**src/bgp_pkg.sv**
```systemverilog
`default_nettype none
package bgp_pkg;

  // Field and counter widths
  localparam int COUNT_BITS    = 16;
  localparam int POS_BITS      = 24;
  localparam int GW_BITS       = 7;
  localparam int GH_BITS       = 7;
  localparam int SPACING_BITS  = 8;
  localparam int COLS_BITS     = 9;
  localparam int CODE_BITS     = 8;
  localparam int ADV_BITS      = 12;
  localparam int IDX_BITS      = 7;
  localparam int TEX_PROD_BITS = 14;
  localparam int TEX_U_BITS    = 14;
  localparam int TEX_V_BITS    = 13;
  localparam int BOUND_BITS    = 27;
  localparam int W_PROD_BITS   = COUNT_BITS + ADV_BITS;
  localparam int H_PROD_BITS   = COUNT_BITS + GH_BITS;
  localparam int CALC_BITS     = ((W_PROD_BITS > BOUND_BITS) ? W_PROD_BITS : BOUND_BITS) + 1;
  localparam int CFG_IDX_BITS  = 3;
  localparam int CFG_DATA_BITS = 24;

  // Divider sequencing: one quotient bit per cycle
  localparam int DIV_STEPS    = IDX_BITS;
  localparam int DIV_CNT_BITS = $clog2(DIV_STEPS);
  localparam logic [DIV_CNT_BITS-1:0] DIV_LAST = DIV_CNT_BITS'(DIV_STEPS - 1);

  // Character codes
  localparam logic [CODE_BITS-1:0] CODE_NEWLINE = 8'd10;
  localparam logic [CODE_BITS-1:0] CODE_FIRST   = 8'd32;
  localparam logic [CODE_BITS-1:0] CODE_LAST    = 8'd127;

  // Register reset values
  localparam logic [GW_BITS-1:0]      GW_RESET      = 7'd8;
  localparam logic [GH_BITS-1:0]      GH_RESET      = 7'd8;
  localparam logic [SPACING_BITS-1:0] SPACING_RESET = 8'd0;
  localparam logic [COLS_BITS-1:0]    COLS_RESET    = 9'd16;

  localparam logic [TEX_V_BITS-1:0] TEX_V_MAX = {TEX_V_BITS{1'b1}};

  typedef enum logic [CFG_IDX_BITS-1:0] {
    REG_ORIGIN_X      = 3'd0,
    REG_ORIGIN_Y      = 3'd1,
    REG_GLYPH_WIDTH   = 3'd2,
    REG_GLYPH_HEIGHT  = 3'd3,
    REG_CHAR_SPACING  = 3'd4,
    REG_ATLAS_COLUMNS = 3'd5
  } cfg_reg_t;

  typedef enum logic [2:0] {
    ST_IDLE,
    ST_APPLY,
    ST_DIV,
    ST_TEX,
    ST_BW,
    ST_BH,
    ST_FIN
  } state_t;

  typedef struct packed {
    logic [CODE_BITS-1:0] char_code;
    logic                 last_char;
  } in_t;

  typedef struct packed {
    logic                       glyph_valid;
    logic signed [POS_BITS-1:0] quad_x;
    logic signed [POS_BITS-1:0] quad_y;
    logic [TEX_U_BITS-1:0]      tex_u;
    logic [TEX_V_BITS-1:0]      tex_v;
    logic                       bounds_valid;
    logic [BOUND_BITS-1:0]      bound_width;
    logic [BOUND_BITS-1:0]      bound_height;
  } out_t;

  typedef struct packed {
    logic load;
    logic apply;
    logic div_step;
    logic mul_tex;
    logic mul_w;
    logic mul_h;
    logic finish;
  } cmd_t;

  typedef struct packed {
    logic printable;
    logic last;
    logic div_done;
    logic out_busy;
  } status_t;

  // Clamp a one-bit-wider sum to the signed position range
  function automatic logic signed [POS_BITS-1:0] sat_pos(input logic signed [POS_BITS:0] v);
    logic signed [POS_BITS-1:0] res;
    if (v[POS_BITS] != v[POS_BITS-1]) begin
      res = v[POS_BITS] ? {1'b1, {(POS_BITS-1){1'b0}}} : {1'b0, {(POS_BITS-1){1'b1}}};
    end else begin
      res = v[POS_BITS-1:0];
    end
    return res;
  endfunction

  // Increment a counter, holding at all ones
  function automatic logic [COUNT_BITS-1:0] bump(input logic [COUNT_BITS-1:0] c);
    logic [COUNT_BITS-1:0] res;
    res = (c == {COUNT_BITS{1'b1}}) ? c : c + 1'b1;
    return res;
  endfunction

  // Clamp a bound to its field width
  function automatic logic [BOUND_BITS-1:0] sat_bound(input logic [CALC_BITS-1:0] v);
    logic [BOUND_BITS-1:0] res;
    if (v > CALC_BITS'({BOUND_BITS{1'b1}})) begin
      res = {BOUND_BITS{1'b1}};
    end else begin
      res = v[BOUND_BITS-1:0];
    end
    return res;
  endfunction

endpackage
`default_nettype wire

```
**src/bitmap_text_glyph_placer_top.sv**
```systemverilog
// Channel  Direction  Handshake                  Payload
// in_      input      in_valid / in_ready        in_data (in_t: char_code, last_char)
// out_     output     out_valid / out_ready      out_data (out_t: glyph and bound fields)
// cfg_     input      cfg_valid / cfg_ready      cfg_index, cfg_data
//
// A printable character goes through apply, a restoring divide for the atlas cell,
// the texture multiply and finish; a newline or other code goes through apply only. An item
// that ends the string also goes through the bound multiplies and then finish.
// Reset is synchronous, active low; cfg_ready is always high.
// A result waiting in the output register does not stop the next item from being
// taken; the item only holds in its last cycle until that register frees.
`default_nettype none
module bitmap_text_glyph_placer_top import bgp_pkg::*; (
  input  logic                     clk,
  input  logic                     rst_n,
  input  logic                     in_valid,
  output logic                     in_ready,
  input  in_t                      in_data,
  output logic                     out_valid,
  input  logic                     out_ready,
  output out_t                     out_data,
  input  logic                     cfg_valid,
  output logic                     cfg_ready,
  input  logic [CFG_IDX_BITS-1:0]  cfg_index,
  input  logic [CFG_DATA_BITS-1:0] cfg_data
);

  cmd_t    cmd;
  status_t status;

  assign cfg_ready = 1'b1;

  bgp_ctrl u_ctrl (
    .clk      (clk),
    .rst_n    (rst_n),
    .in_valid (in_valid),
    .in_ready (in_ready),
    .status   (status),
    .cmd      (cmd)
  );

  bgp_dpath u_dpath (
    .clk       (clk),
    .rst_n     (rst_n),
    .cmd       (cmd),
    .status    (status),
    .in_data   (in_data),
    .cfg_valid (cfg_valid),
    .cfg_index (cfg_index),
    .cfg_data  (cfg_data),
    .out_ready (out_ready),
    .out_valid (out_valid),
    .out_data  (out_data)
  );

endmodule
`default_nettype wire

```
**src/bgp_ctrl.sv**
```systemverilog
`default_nettype none
module bgp_ctrl import bgp_pkg::*; (
  input  logic    clk,
  input  logic    rst_n,
  input  logic    in_valid,
  output logic    in_ready,
  input  status_t status,
  output cmd_t    cmd
);

  state_t state_r;
  state_t state_nxt;

  // State register
  always_ff @(posedge clk) begin
    if (!rst_n) begin
      state_r <= ST_IDLE;
    end else begin
      state_r <= state_nxt;
    end
  end

  // Sequence one item: load, apply, then as needed divide, multiply and deliver
  always_comb begin
    state_nxt = state_r;
    cmd       = '0;
    in_ready  = 1'b0;
    unique case (state_r)
      ST_IDLE: begin
        in_ready = 1'b1;
        if (in_valid) begin
          cmd.load  = 1'b1;
          state_nxt = ST_APPLY;
        end
      end
      ST_APPLY: begin
        cmd.apply = 1'b1;
        if (status.printable) begin
          state_nxt = ST_DIV;
        end else if (status.last) begin
          state_nxt = ST_BW;
        end else begin
          state_nxt = ST_IDLE;
        end
      end
      ST_DIV: begin
        cmd.div_step = 1'b1;
        if (status.div_done) begin
          state_nxt = ST_TEX;
        end
      end
      ST_TEX: begin
        cmd.mul_tex = 1'b1;
        state_nxt   = status.last ? ST_BW : ST_FIN;
      end
      ST_BW: begin
        cmd.mul_w = 1'b1;
        state_nxt = ST_BH;
      end
      ST_BH: begin
        cmd.mul_h = 1'b1;
        state_nxt = ST_FIN;
      end
      ST_FIN: begin
        // Hold until the output register is free
        if (!status.out_busy) begin
          cmd.finish = 1'b1;
          state_nxt  = ST_IDLE;
        end
      end
      default: begin
        state_nxt = ST_IDLE;
      end
    endcase
  end

  a_load_to_apply: assert property (@(posedge clk) disable iff (!rst_n)
    (in_valid && in_ready) |=> (state_r == ST_APPLY))
    else $error("accepted item did not move to apply");

  a_div_printable: assert property (@(posedge clk) disable iff (!rst_n)
    (state_r == ST_DIV) |-> status.printable)
    else $error("divider running for a non-printable item");

endmodule
`default_nettype wire

```
**src/bgp_dpath.sv**
```systemverilog
`default_nettype none
module bgp_dpath import bgp_pkg::*; (
  input  logic                     clk,
  input  logic                     rst_n,
  input  cmd_t                     cmd,
  output status_t                  status,
  input  in_t                      in_data,
  input  logic                     cfg_valid,
  input  logic [CFG_IDX_BITS-1:0]  cfg_index,
  input  logic [CFG_DATA_BITS-1:0] cfg_data,
  input  logic                     out_ready,
  output logic                     out_valid,
  output out_t                     out_data
);

  // Configuration registers
  logic signed [POS_BITS-1:0] origin_x_r, origin_y_r;
  logic [GW_BITS-1:0]         gw_r;
  logic [GH_BITS-1:0]         gh_r;
  logic [SPACING_BITS-1:0]    spacing_r;
  logic [COLS_BITS-1:0]       cols_r;

  // Item registers
  logic [CODE_BITS-1:0] code_r;
  logic                 last_r;

  // Text state
  logic signed [POS_BITS-1:0] cursor_x_r, cursor_x_nxt;
  logic signed [POS_BITS-1:0] cursor_y_r, cursor_y_nxt;
  logic [COUNT_BITS-1:0]      line_chars_r, line_chars_nxt;
  logic [COUNT_BITS-1:0]      longest_r, longest_nxt;
  logic [COUNT_BITS-1:0]      line_count_r, line_count_nxt;

  // Working registers
  logic signed [POS_BITS-1:0] qx_r, qy_r;
  logic [IDX_BITS-1:0]        rem_r, quo_r;
  logic [DIV_CNT_BITS-1:0]    div_cnt_r;
  logic [TEX_PROD_BITS-1:0]   u_prod_r, v_prod_r;
  logic [W_PROD_BITS-1:0]     w_prod_r;
  logic [H_PROD_BITS-1:0]     h_prod_r;
  logic                       out_valid_r;
  out_t                       out_data_r;

  // Combinational terms
  logic                       printable;
  logic                       is_newline;
  logic [ADV_BITS-1:0]        advance;
  logic signed [POS_BITS:0]   x_sum, y_sum;
  logic [IDX_BITS-1:0]        div_idx;
  logic [COLS_BITS-1:0]       cols_eff;
  logic [IDX_BITS:0]          trial;
  logic [COLS_BITS:0]         trial_diff;
  logic                       trial_ge;
  logic [COUNT_BITS-1:0]      longest_cur;
  logic [CALC_BITS-1:0]       w_sub;
  out_t                       out_nxt;

  assign printable  = (code_r >= CODE_FIRST) && (code_r <= CODE_LAST);
  assign is_newline = (code_r == CODE_NEWLINE);
  assign advance    = ADV_BITS'({gw_r, 4'b0000}) + ADV_BITS'(spacing_r);
  assign x_sum      = {cursor_x_r[POS_BITS-1], cursor_x_r}
                    + {{(POS_BITS+1-ADV_BITS){1'b0}}, advance};
  assign y_sum      = {cursor_y_r[POS_BITS-1], cursor_y_r}
                    + {{(POS_BITS+1-GH_BITS-4){1'b0}}, gh_r, 4'b0000};
  assign div_idx    = IDX_BITS'(code_r - CODE_FIRST);
  assign cols_eff   = (cols_r == '0) ? COLS_BITS'(1) : cols_r;
  assign longest_cur = (line_chars_r > longest_r) ? line_chars_r : longest_r;

  // Restoring divide step: shift in the next dividend bit, subtract if it fits
  assign trial      = {rem_r, quo_r[IDX_BITS-1]};
  assign trial_diff = {{(COLS_BITS-IDX_BITS){1'b0}}, trial} - {1'b0, cols_eff};
  assign trial_ge   = !trial_diff[COLS_BITS];

  assign status.printable = printable;
  assign status.last      = last_r;
  assign status.div_done  = (div_cnt_r == DIV_LAST);
  assign status.out_busy  = out_valid_r && !out_ready;

  // Configuration registers
  always_ff @(posedge clk) begin
    if (!rst_n) begin
      origin_x_r <= '0;
      origin_y_r <= '0;
      gw_r       <= GW_RESET;
      gh_r       <= GH_RESET;
      spacing_r  <= SPACING_RESET;
      cols_r     <= COLS_RESET;
    end else if (cfg_valid) begin
      unique case (cfg_index)
        REG_ORIGIN_X:      origin_x_r <= $signed(cfg_data);
        REG_ORIGIN_Y:      origin_y_r <= $signed(cfg_data);
        REG_GLYPH_WIDTH:   gw_r       <= cfg_data[GW_BITS-1:0];
        REG_GLYPH_HEIGHT:  gh_r       <= cfg_data[GH_BITS-1:0];
        REG_CHAR_SPACING:  spacing_r  <= cfg_data[SPACING_BITS-1:0];
        REG_ATLAS_COLUMNS: cols_r     <= cfg_data[COLS_BITS-1:0];
        default: ;
      endcase
    end
  end

  // Next text state: character effect, string end, origin writes
  always_comb begin
    cursor_x_nxt   = cursor_x_r;
    cursor_y_nxt   = cursor_y_r;
    line_chars_nxt = line_chars_r;
    longest_nxt    = longest_r;
    line_count_nxt = line_count_r;
    if (cmd.apply) begin
      if (is_newline) begin
        cursor_x_nxt   = origin_x_r;
        cursor_y_nxt   = sat_pos(y_sum);
        longest_nxt    = longest_cur;
        line_chars_nxt = '0;
        line_count_nxt = bump(line_count_r);
      end else begin
        cursor_x_nxt = sat_pos(x_sum);
        if (printable) begin
          line_chars_nxt = bump(line_chars_r);
        end
      end
    end
    if (cmd.finish && last_r) begin
      cursor_x_nxt   = origin_x_r;
      cursor_y_nxt   = origin_y_r;
      line_chars_nxt = '0;
      longest_nxt    = '0;
      line_count_nxt = COUNT_BITS'(1);
    end
    if (cfg_valid) begin
      case (cfg_index)
        REG_ORIGIN_X: cursor_x_nxt = $signed(cfg_data);
        REG_ORIGIN_Y: cursor_y_nxt = $signed(cfg_data);
        default: ;
      endcase
    end
  end

  always_ff @(posedge clk) begin
    if (!rst_n) begin
      cursor_x_r   <= '0;
      cursor_y_r   <= '0;
      line_chars_r <= '0;
      longest_r    <= '0;
      line_count_r <= COUNT_BITS'(1);
    end else begin
      cursor_x_r   <= cursor_x_nxt;
      cursor_y_r   <= cursor_y_nxt;
      line_chars_r <= line_chars_nxt;
      longest_r    <= longest_nxt;
      line_count_r <= line_count_nxt;
    end
  end

  // Item capture, divider and products
  always_ff @(posedge clk) begin
    if (cmd.load) begin
      code_r <= in_data.char_code;
      last_r <= in_data.last_char;
    end
    if (cmd.apply) begin
      qx_r      <= cursor_x_r;
      qy_r      <= cursor_y_r;
      rem_r     <= '0;
      quo_r     <= div_idx;
      div_cnt_r <= '0;
    end
    if (cmd.div_step) begin
      rem_r     <= trial_ge ? trial_diff[IDX_BITS-1:0] : trial[IDX_BITS-1:0];
      quo_r     <= {quo_r[IDX_BITS-2:0], trial_ge};
      div_cnt_r <= div_cnt_r + 1'b1;
    end
    if (cmd.mul_tex) begin
      u_prod_r <= TEX_PROD_BITS'(rem_r) * TEX_PROD_BITS'(gw_r);
      v_prod_r <= TEX_PROD_BITS'(quo_r) * TEX_PROD_BITS'(gh_r);
    end
    if (cmd.mul_w) begin
      w_prod_r <= W_PROD_BITS'(longest_cur) * W_PROD_BITS'(advance);
    end
    if (cmd.mul_h) begin
      h_prod_r <= H_PROD_BITS'(line_count_r) * H_PROD_BITS'(gh_r);
    end
  end

  // Build the result; unused fields stay zero
  always_comb begin
    out_nxt = '0;
    w_sub   = CALC_BITS'(w_prod_r)
            - ((w_prod_r != '0) ? CALC_BITS'(spacing_r) : CALC_BITS'(0));
    out_nxt.glyph_valid  = printable;
    out_nxt.bounds_valid = last_r;
    if (printable) begin
      out_nxt.quad_x = qx_r;
      out_nxt.quad_y = qy_r;
      out_nxt.tex_u  = TEX_U_BITS'(u_prod_r);
      out_nxt.tex_v  = (v_prod_r > TEX_PROD_BITS'(TEX_V_MAX)) ? TEX_V_MAX
                     : v_prod_r[TEX_V_BITS-1:0];
    end
    if (last_r) begin
      out_nxt.bound_width  = sat_bound(w_sub);
      out_nxt.bound_height = sat_bound(CALC_BITS'({h_prod_r, 4'b0000}));
    end
  end

  // Output register
  always_ff @(posedge clk) begin
    if (!rst_n) begin
      out_valid_r <= 1'b0;
    end else if (cmd.finish) begin
      out_valid_r <= 1'b1;
    end else if (out_ready) begin
      out_valid_r <= 1'b0;
    end
  end

  always_ff @(posedge clk) begin
    if (cmd.finish) begin
      out_data_r <= out_nxt;
    end
  end

  assign out_valid = out_valid_r;
  assign out_data  = out_data_r;

  a_div_result: assert property (@(posedge clk) disable iff (!rst_n)
    cmd.mul_tex |-> ((16'(quo_r) * 16'(cols_eff) + 16'(rem_r)) == 16'(div_idx))
                    && (16'(rem_r) < 16'(cols_eff)))
    else $error("divider quotient or remainder wrong");

  a_out_has_content: assert property (@(posedge clk) disable iff (!rst_n)
    out_valid_r |-> (out_data_r.glyph_valid || out_data_r.bounds_valid))
    else $error("result item with neither glyph nor bounds");

  a_unused_quad_zero: assert property (@(posedge clk) disable iff (!rst_n)
    (out_valid_r && !out_data_r.glyph_valid) |->
      ((out_data_r.quad_x == '0) && (out_data_r.quad_y == '0)
       && (out_data_r.tex_u == '0) && (out_data_r.tex_v == '0)))
    else $error("quad fields not cleared for a non-glyph result");

endmodule
`default_nettype wire
```
**config.mk**
```make
export PLATFORM = sky130hd
export DESIGN_NAME = bitmap_text_glyph_placer_top
export DESIGN_NICKNAME = d
export VERILOG_FILES = /design/src/bgp_pkg.sv /design/src/bitmap_text_glyph_placer_top.sv /design/src/bgp_ctrl.sv /design/src/bgp_dpath.sv
export SDC_FILE = /design/constraint.sdc
export NUM_CORES = 2
export LEC_CHECK = 0
export BUFFER_PORTS_ARGS = -buffer_cell sky130_fd_sc_hd__buf_2
export CAP_MARGIN = 20
export CORE_ASPECT_RATIO = 1.4
export CORE_UTILIZATION = 40
export CTS_CLUSTER_DIAMETER = 120
export DETAILED_ROUTE_END_ITERATION = 10
export PLACE_DENSITY = 0.56
export SYNTH_ARGS = -nofsm -noshare
export SYNTH_HDL_FRONTEND = slang
export SYNTH_SLANG_ARGS = --single-unit
```
**constraint.sdc**
```tcl
create_clock -name clk -period 11.1 [get_ports clk]
set_input_delay 1.11 -clock clk [delete_from_list [all_inputs] [get_ports clk]]
set_output_delay 1.11 -clock clk [all_outputs]
set_load 0.02 [all_outputs]
```
## Word level (Yosys, flattened, before mapping)

Cells that the tools add are included.

- Flip-flop bits (word level): 463
- Input port bits: 41
- Output and inout bits: 134

- $add $sub $neg: 9
- $mul: 4
- $lt $le $gt $ge: 5
- Equal/unequal tests: 21
- Muxes and demuxes: 48
- Bitwise logic cells: 2
- Reduce and logical (&&, ||, !) cells: 23

Operators with widths:

| cell | count |
|---|---|
| $mux W24 | 14 |
| $mux W16 | 4 |
| $mux W7 | 5 |
| $add A16 B1 Y16 const B | 2 |
| $eq A16 B16 Y1 const B | 2 |
| $gt A29 B27 Y1 const B | 1 |
| $sub A28 B29 Y29 | 1 |
| $mul A16 B12 Y28 | 1 |
| $mul A7 B7 Y14 | 2 |
| $reduce_bool A28 Y1 | 1 |
| $mux W27 | 1 |
| $add A24 B12 Y25 | 1 |
| $add A24 B13 Y25 | 1 |
| $mul A16 B7 Y23 | 1 |
| $mux W3 | 7 |
| $pmux W3 S7 | 1 |
| $eq A3 B3 Y1 const B | 6 |
| $gt A16 B16 Y1 | 1 |
| $gt A14 B13 Y1 const B | 1 |
| $reduce_and A2 Y1 | 7 |
| $mux W13 | 1 |
| $add A11 B8 Y12 | 1 |
| $eq A3 B2 Y1 const B | 4 |
| $mux W1 | 12 |
| 21 further kinds | 34 |

## Logic depth before layout (Yosys ltp)

- Depth in word-level cells: 9
- Gate-level depth with buffers: 33
- Mapped depth without buffers: 31

## By module

From an unflattened synthesis, not the netlist that was laid out.

- Cell total of the unflattened synthesis: 3,890
- Area, all modules: 35,297.6 µm²

By module, submodules not included:

| module | instances | cells an instance | area an instance (µm²) |
|---|---|---|---|
| bgp_dpath | 1 | 3,855 | 35,031.1 |
| bgp_ctrl | 1 | 33 | 255.2 |
| bitmap_text_glyph_placer_top | 1 | 2 | 11.3 |

## Worst setup path before layout

OpenSTA, ideal clock, no wires.

- Path kind: input to register
- Start: in out_ready
- End: reg u_dpath.line_chars_r[0]
- Data arrival time: 8.538 ns
- Required time: 10.972 ns
- Slack: 2.435 ns
- Stages: 8
- Path buffers: 3
- Cells stage by stage: nand2b_1 -> nor2b_1 -> nand2_1 -> clkbuf_1 -> clkbuf_1 -> nand2_1 -> clkbuf_1 -> nor2_1

RTL lines:

| what | line | RTL |
|---|---|---|
| start: declaration | bitmap_text_glyph_placer_top.sv:20 | `input logic out_ready,` |
| end signal: assignment | bgp_dpath.sv:148 | `line_chars_r <= line_chars_nxt;` |
| end: declaration | bgp_dpath.sv:30 | `logic [COUNT_BITS-1:0] line_chars_r, line_chars_nxt;` |

## Worst setup path in the final report

- Start: reg u_dpath.line_chars_r[1]
- End: reg u_dpath.w_prod_r[25] (data pin)

- Cells in the longest elaborated chain, start to end: 3

Ends and longest elaborated chain:

| what | line | RTL |
|---|---|---|
| $gt A16 B16 Y1 | bgp_dpath.sv:67 | `assign longest_cur = (line_chars_r > longest_r) ? line_chars_r : longest_r;` |
| $mux W16 * | bgp_dpath.sv:67 |  |
| $mul A16 B12 Y28 * | bgp_dpath.sv:177 | `w_prod_r <= W_PROD_BITS'(longest_cur) * W_PROD_BITS'(advance);` |
| end signal: assignment | bgp_dpath.sv:177 |  |
| end: declaration | bgp_dpath.sv:39 | `logic [W_PROD_BITS-1:0] w_prod_r;` |

Every way passes the cells marked *; elsewhere a longest branch is shown, timed or not.
A chain may end at the register's enable or synchronous reset.

==> impl_metrics.json <==
{
  "run_status": "complete, no violations",
  "numCtsBuffers": 49,
  "comb_power_share_pct": 8.6,
  "nNetsFinal": 4042,
  "routedWlPerCell_um": 17.7,
  "p_per_area_nw_per_um2": 113,
  "max_slew_margin_pct": 28.2,
  "core_um2": 81800,
  "synth_enable_flop_cells": 280,
  "drive_gt1_share_pct": 9.66,
  "skew_ns": 0.0189,
  "critPathRequiredTime_ns": 11.45,
  "grt_pass1_wl_mm": 130,
  "setup_violations": 0,
  "drt-vias-per-instance": 5.17,
  "path_clk_slew_ns": 0.06,
  "first_pass_iters": 5,
  "drv_cap": 0,
  "cp_data_arrival_time_ns": 8.64,
  "r2r_start": "u_dpath.line_chars_r[1]",
  "insertion_delay_ns": 0.61,
  "min_period_ns": 8.29,
  "synth-async-reset-ratio_pct": 0,
  "switchingPower_mw": 1.01,
  "clock.fmax_mhz": 121,
  "switching_share_pct": 24.4,
  "layout_commonest_cell": "nand2_1",
  "power.share.clock_pct": 44.8,
  "layout_common_cells": "499 x nand2_1, 361 x inv_1, 280 x edfxtp_1",
  "hold_class": "reg2reg",
  "cts_sinks": 459,
  "wl_mm": 81.7,
  "min_to": "u_dpath.qy_r[1]",
  "drc": 0,
  "rr_worst_depth": 28,
  "r2r_end": "u_dpath.w_prod_r[25]",
  "dp_hpwl_mm": 60.7,
  "path_class": "reg2reg",
  "io_pins": 175,
  "cpMostUsedCell": "fa_1",
  "gp_congestion": 0.825,
  "antenna_found_initial": 7,
  "path_max_fanout": 28,
  "h-tree-depth": 2,
  "p_leak_nw": 15.7,
  "track_usage_pct": 19.7,
  "slew_viol_final": 0,
  "tightest_slew_ns": 1.07,
  "die-area_um2": 83700,
  "synth_cells": 3413,
  "ant_nets": 0,
  "synth-seq-area-share_pct": 36.3,
  "synth_area_um2": 33000,
  "startpoint_type": "flop",
  "io_buffers": 169,
  "yosys_most_used_dff": "edfxtp_1",
  "root_buffer": "clkbuf_16",
  "intPower_mw": 3.12,
  "postCtsSetupRepairBufs": 0,
  "ir_worst_vdd_uv": 127,
  "die_y_um": 342,
  "synth_cell_types": 81,
  "endpoint_kind": "flop",
  "dieWidth_um": 245,
  "final-hold-violation-count": 0,
  "vias": 23900,
  "seqPwrFrac_pct": 46.6,
  "drt_iter0_drc": 1193,
  "rsz0062_at_grt": "false",
  "cp_slowest_cell": "fa_1",
  "nFillCells": 7877,
  "grt_max_degree": 83,
  "ys_seq_elements": 459,
  "grt_pass1_vias": 24000,
  "start_util_pct": 40.4,
  "postSynthAreaPerCell_um2": 9.67,
  "ff2ff_setup_slack_ns": 2.81,
  "syn_to_final_growth_pct": 11.1,
  "tns_ns": 0,
  "grt-ovfl-total": 0,
  "row_count": 124,
  "cts_tree": "done",
  "cts_resized": 0,
  "ys.warnings.count": 0,
  "fin_crit_sh_pct": 74.7,
  "hold_start": "u_dpath.cursor_y_r[1]",
  "min_path_cells": 0,
  "cts.path.max_buffers": 3,
  "slowest_delay_ns": 0.57,
  "p_total_mw": 4.13,
  "hold_buffers": 0
}
==> state kept, by name (all words and copies together), names as in the netlist, 9 cells and up <==
register and cells:
u_dpath.qy_r 24, u_dpath.longest_r 16, u_dpath.cols_r 9, u_dpath.cursor_x_r 24, u_dpath.u_prod_r 14, u_dpath.v_prod_r 14
u_dpath.qx_r 24, u_dpath.line_chars_r 16, u_dpath.w_prod_r 28, u_dpath.line_count_r 16, u_dpath.cursor_y_r 24, u_dpath.out_data 127
u_dpath.origin_x_r 24, u_dpath.origin_y_r 24, u_dpath.h_prod_r 23
==> layout make-up <==
| type | count | area [um2] | share of cell area [%] |
|---|---|---|---|
| Inverter | 366 | 1370 | 3.75 |
| Antenna cell | 2 | 5.00 | 0.0136 |
| Clock inverter | 32 | 469 | 1.28 |
| Tap cell | 1071 | 1340 | 3.65 |
| Timing Repair Buffer | 209 | 1160 | 3.15 |
| Multi-Input combinational cell | 2424 | 19000 | 51.8 |
| Clock buffer | 59 | 1330 | 3.63 |
| Sequential cell | 459 | 12000 | 32.7 |
==> kinds of logic (layout without fill, tap and decap cells) <==
kind of cell	after synthesis	after routing	share of synthesized area (%)
XOR/XNOR	127	127	3.37
other	2	7	0.0227
AND/OR/NAND/NOR	1167	1167	16.5
flip-flops	459	459	36.3
AO/OA/AOI/OAI	591	591	11.7
adder cells (fa/ha/maj)	492	492	24.6
multiplexers	42	42	1.29
buffers and inverters	533	666	6.21
==> per-stage QoR <==
step / area [um2] / setup WS [ns] / hold slack (ns) / cells / util (%)
floorplan: 33000 / 2.43 / 0.409 / 3416 / -
global placement: 34800 / 2.87 / 0.417 / 4526 / 42.6
detailed placement: 34800 / 2.79 / 0.418 / 4526 / 42.6
CTS: 36600 / 2.76 / 0.437 / 4617 / 44.8
global route: 36700 / 2.32 / 0.455 / 4621 / 44.9
finish: 36700 / 2.81 / 0.437 / 4622 / 44.9
==> layer usage <==
metal / track usage, % / vias to the layer above / routed length [um]
li1: - / 11600 / -
met1: 24.0 / 11700 / 34100
met2: 35.3 / 421 / 42200
met3: 2.62 / 146 / 2860
met4: 6.63 / 8 / 2480
met5: 0 / - / 39
==> worst max path at each step <==
stage | startpoint | endpoint | slack (ns) | cells after the start
floorplan | out_ready | u_dpath.line_chars_r[0] | 2.43 | 8
global placement | u_dpath.gw_r[1] | u_dpath.w_prod_r[25] | 2.87 | 24
detailed placement | u_dpath.gw_r[1] | u_dpath.w_prod_r[25] | 2.79 | 24
CTS | u_dpath.gw_r[1] | u_dpath.w_prod_r[25] | 2.76 | 24
global route | u_dpath.longest_r[1] | u_dpath.w_prod_r[25] | 2.32 | 30
finish | u_dpath.line_chars_r[1] | u_dpath.w_prod_r[25] | 2.81 | 28
==> cell usage after synthesis, drive strengths merged, types with 15 or more instances <==
cell type / count / area [um2]
a21boi: 87 / 653
o221ai: 16 / 140
edfxtp: 280 / 8410
dfxtp: 179 / 3580
nand2b: 21 / 131
a211oi: 17 / 128
xor2: 41 / 359
nand3: 49 / 245
o21ai: 150 / 811
nor2b: 28 / 175
ha: 230 / 2880
nor3: 43 / 220
xnor2: 86 / 753
and3: 23 / 144
nand4: 15 / 93.8
buf: 18 / 115
mux2i: 37 / 370
a21oi: 150 / 751
fa: 262 / 5250
a21o: 36 / 270
o21a: 26 / 195
o21bai: 17 / 128
clkbuf: 149 / 562
inv: 361 / 1360
nor2: 229 / 860
o211ai: 16 / 120
and2: 191 / 1190
nand2: 500 / 1880
or3: 24 / 160
==> power groups by stage <==
stage,clock (mW),combinational (mW),sequential (mW)
after CTS,1.90,0.362,1.92
after detailed placement,0,0.357,1.96
after global placement,0,0.357,1.96
after floorplan,0,0.261,1.94
final,1.85,0.355,1.92
after global routing,1.96,0.401,1.93
==> critical path, delay by kind of cell, from the launching register on <==
kind            cells  cell delay [ns]
simple gates        6             1.28
compound gates     10             2.31
xor+xnor            1             0.08
fa+ha+maj           7             3.37
buf+inv             4             0.61
flops               1             0.39
(Power assumes the default switching activity.)
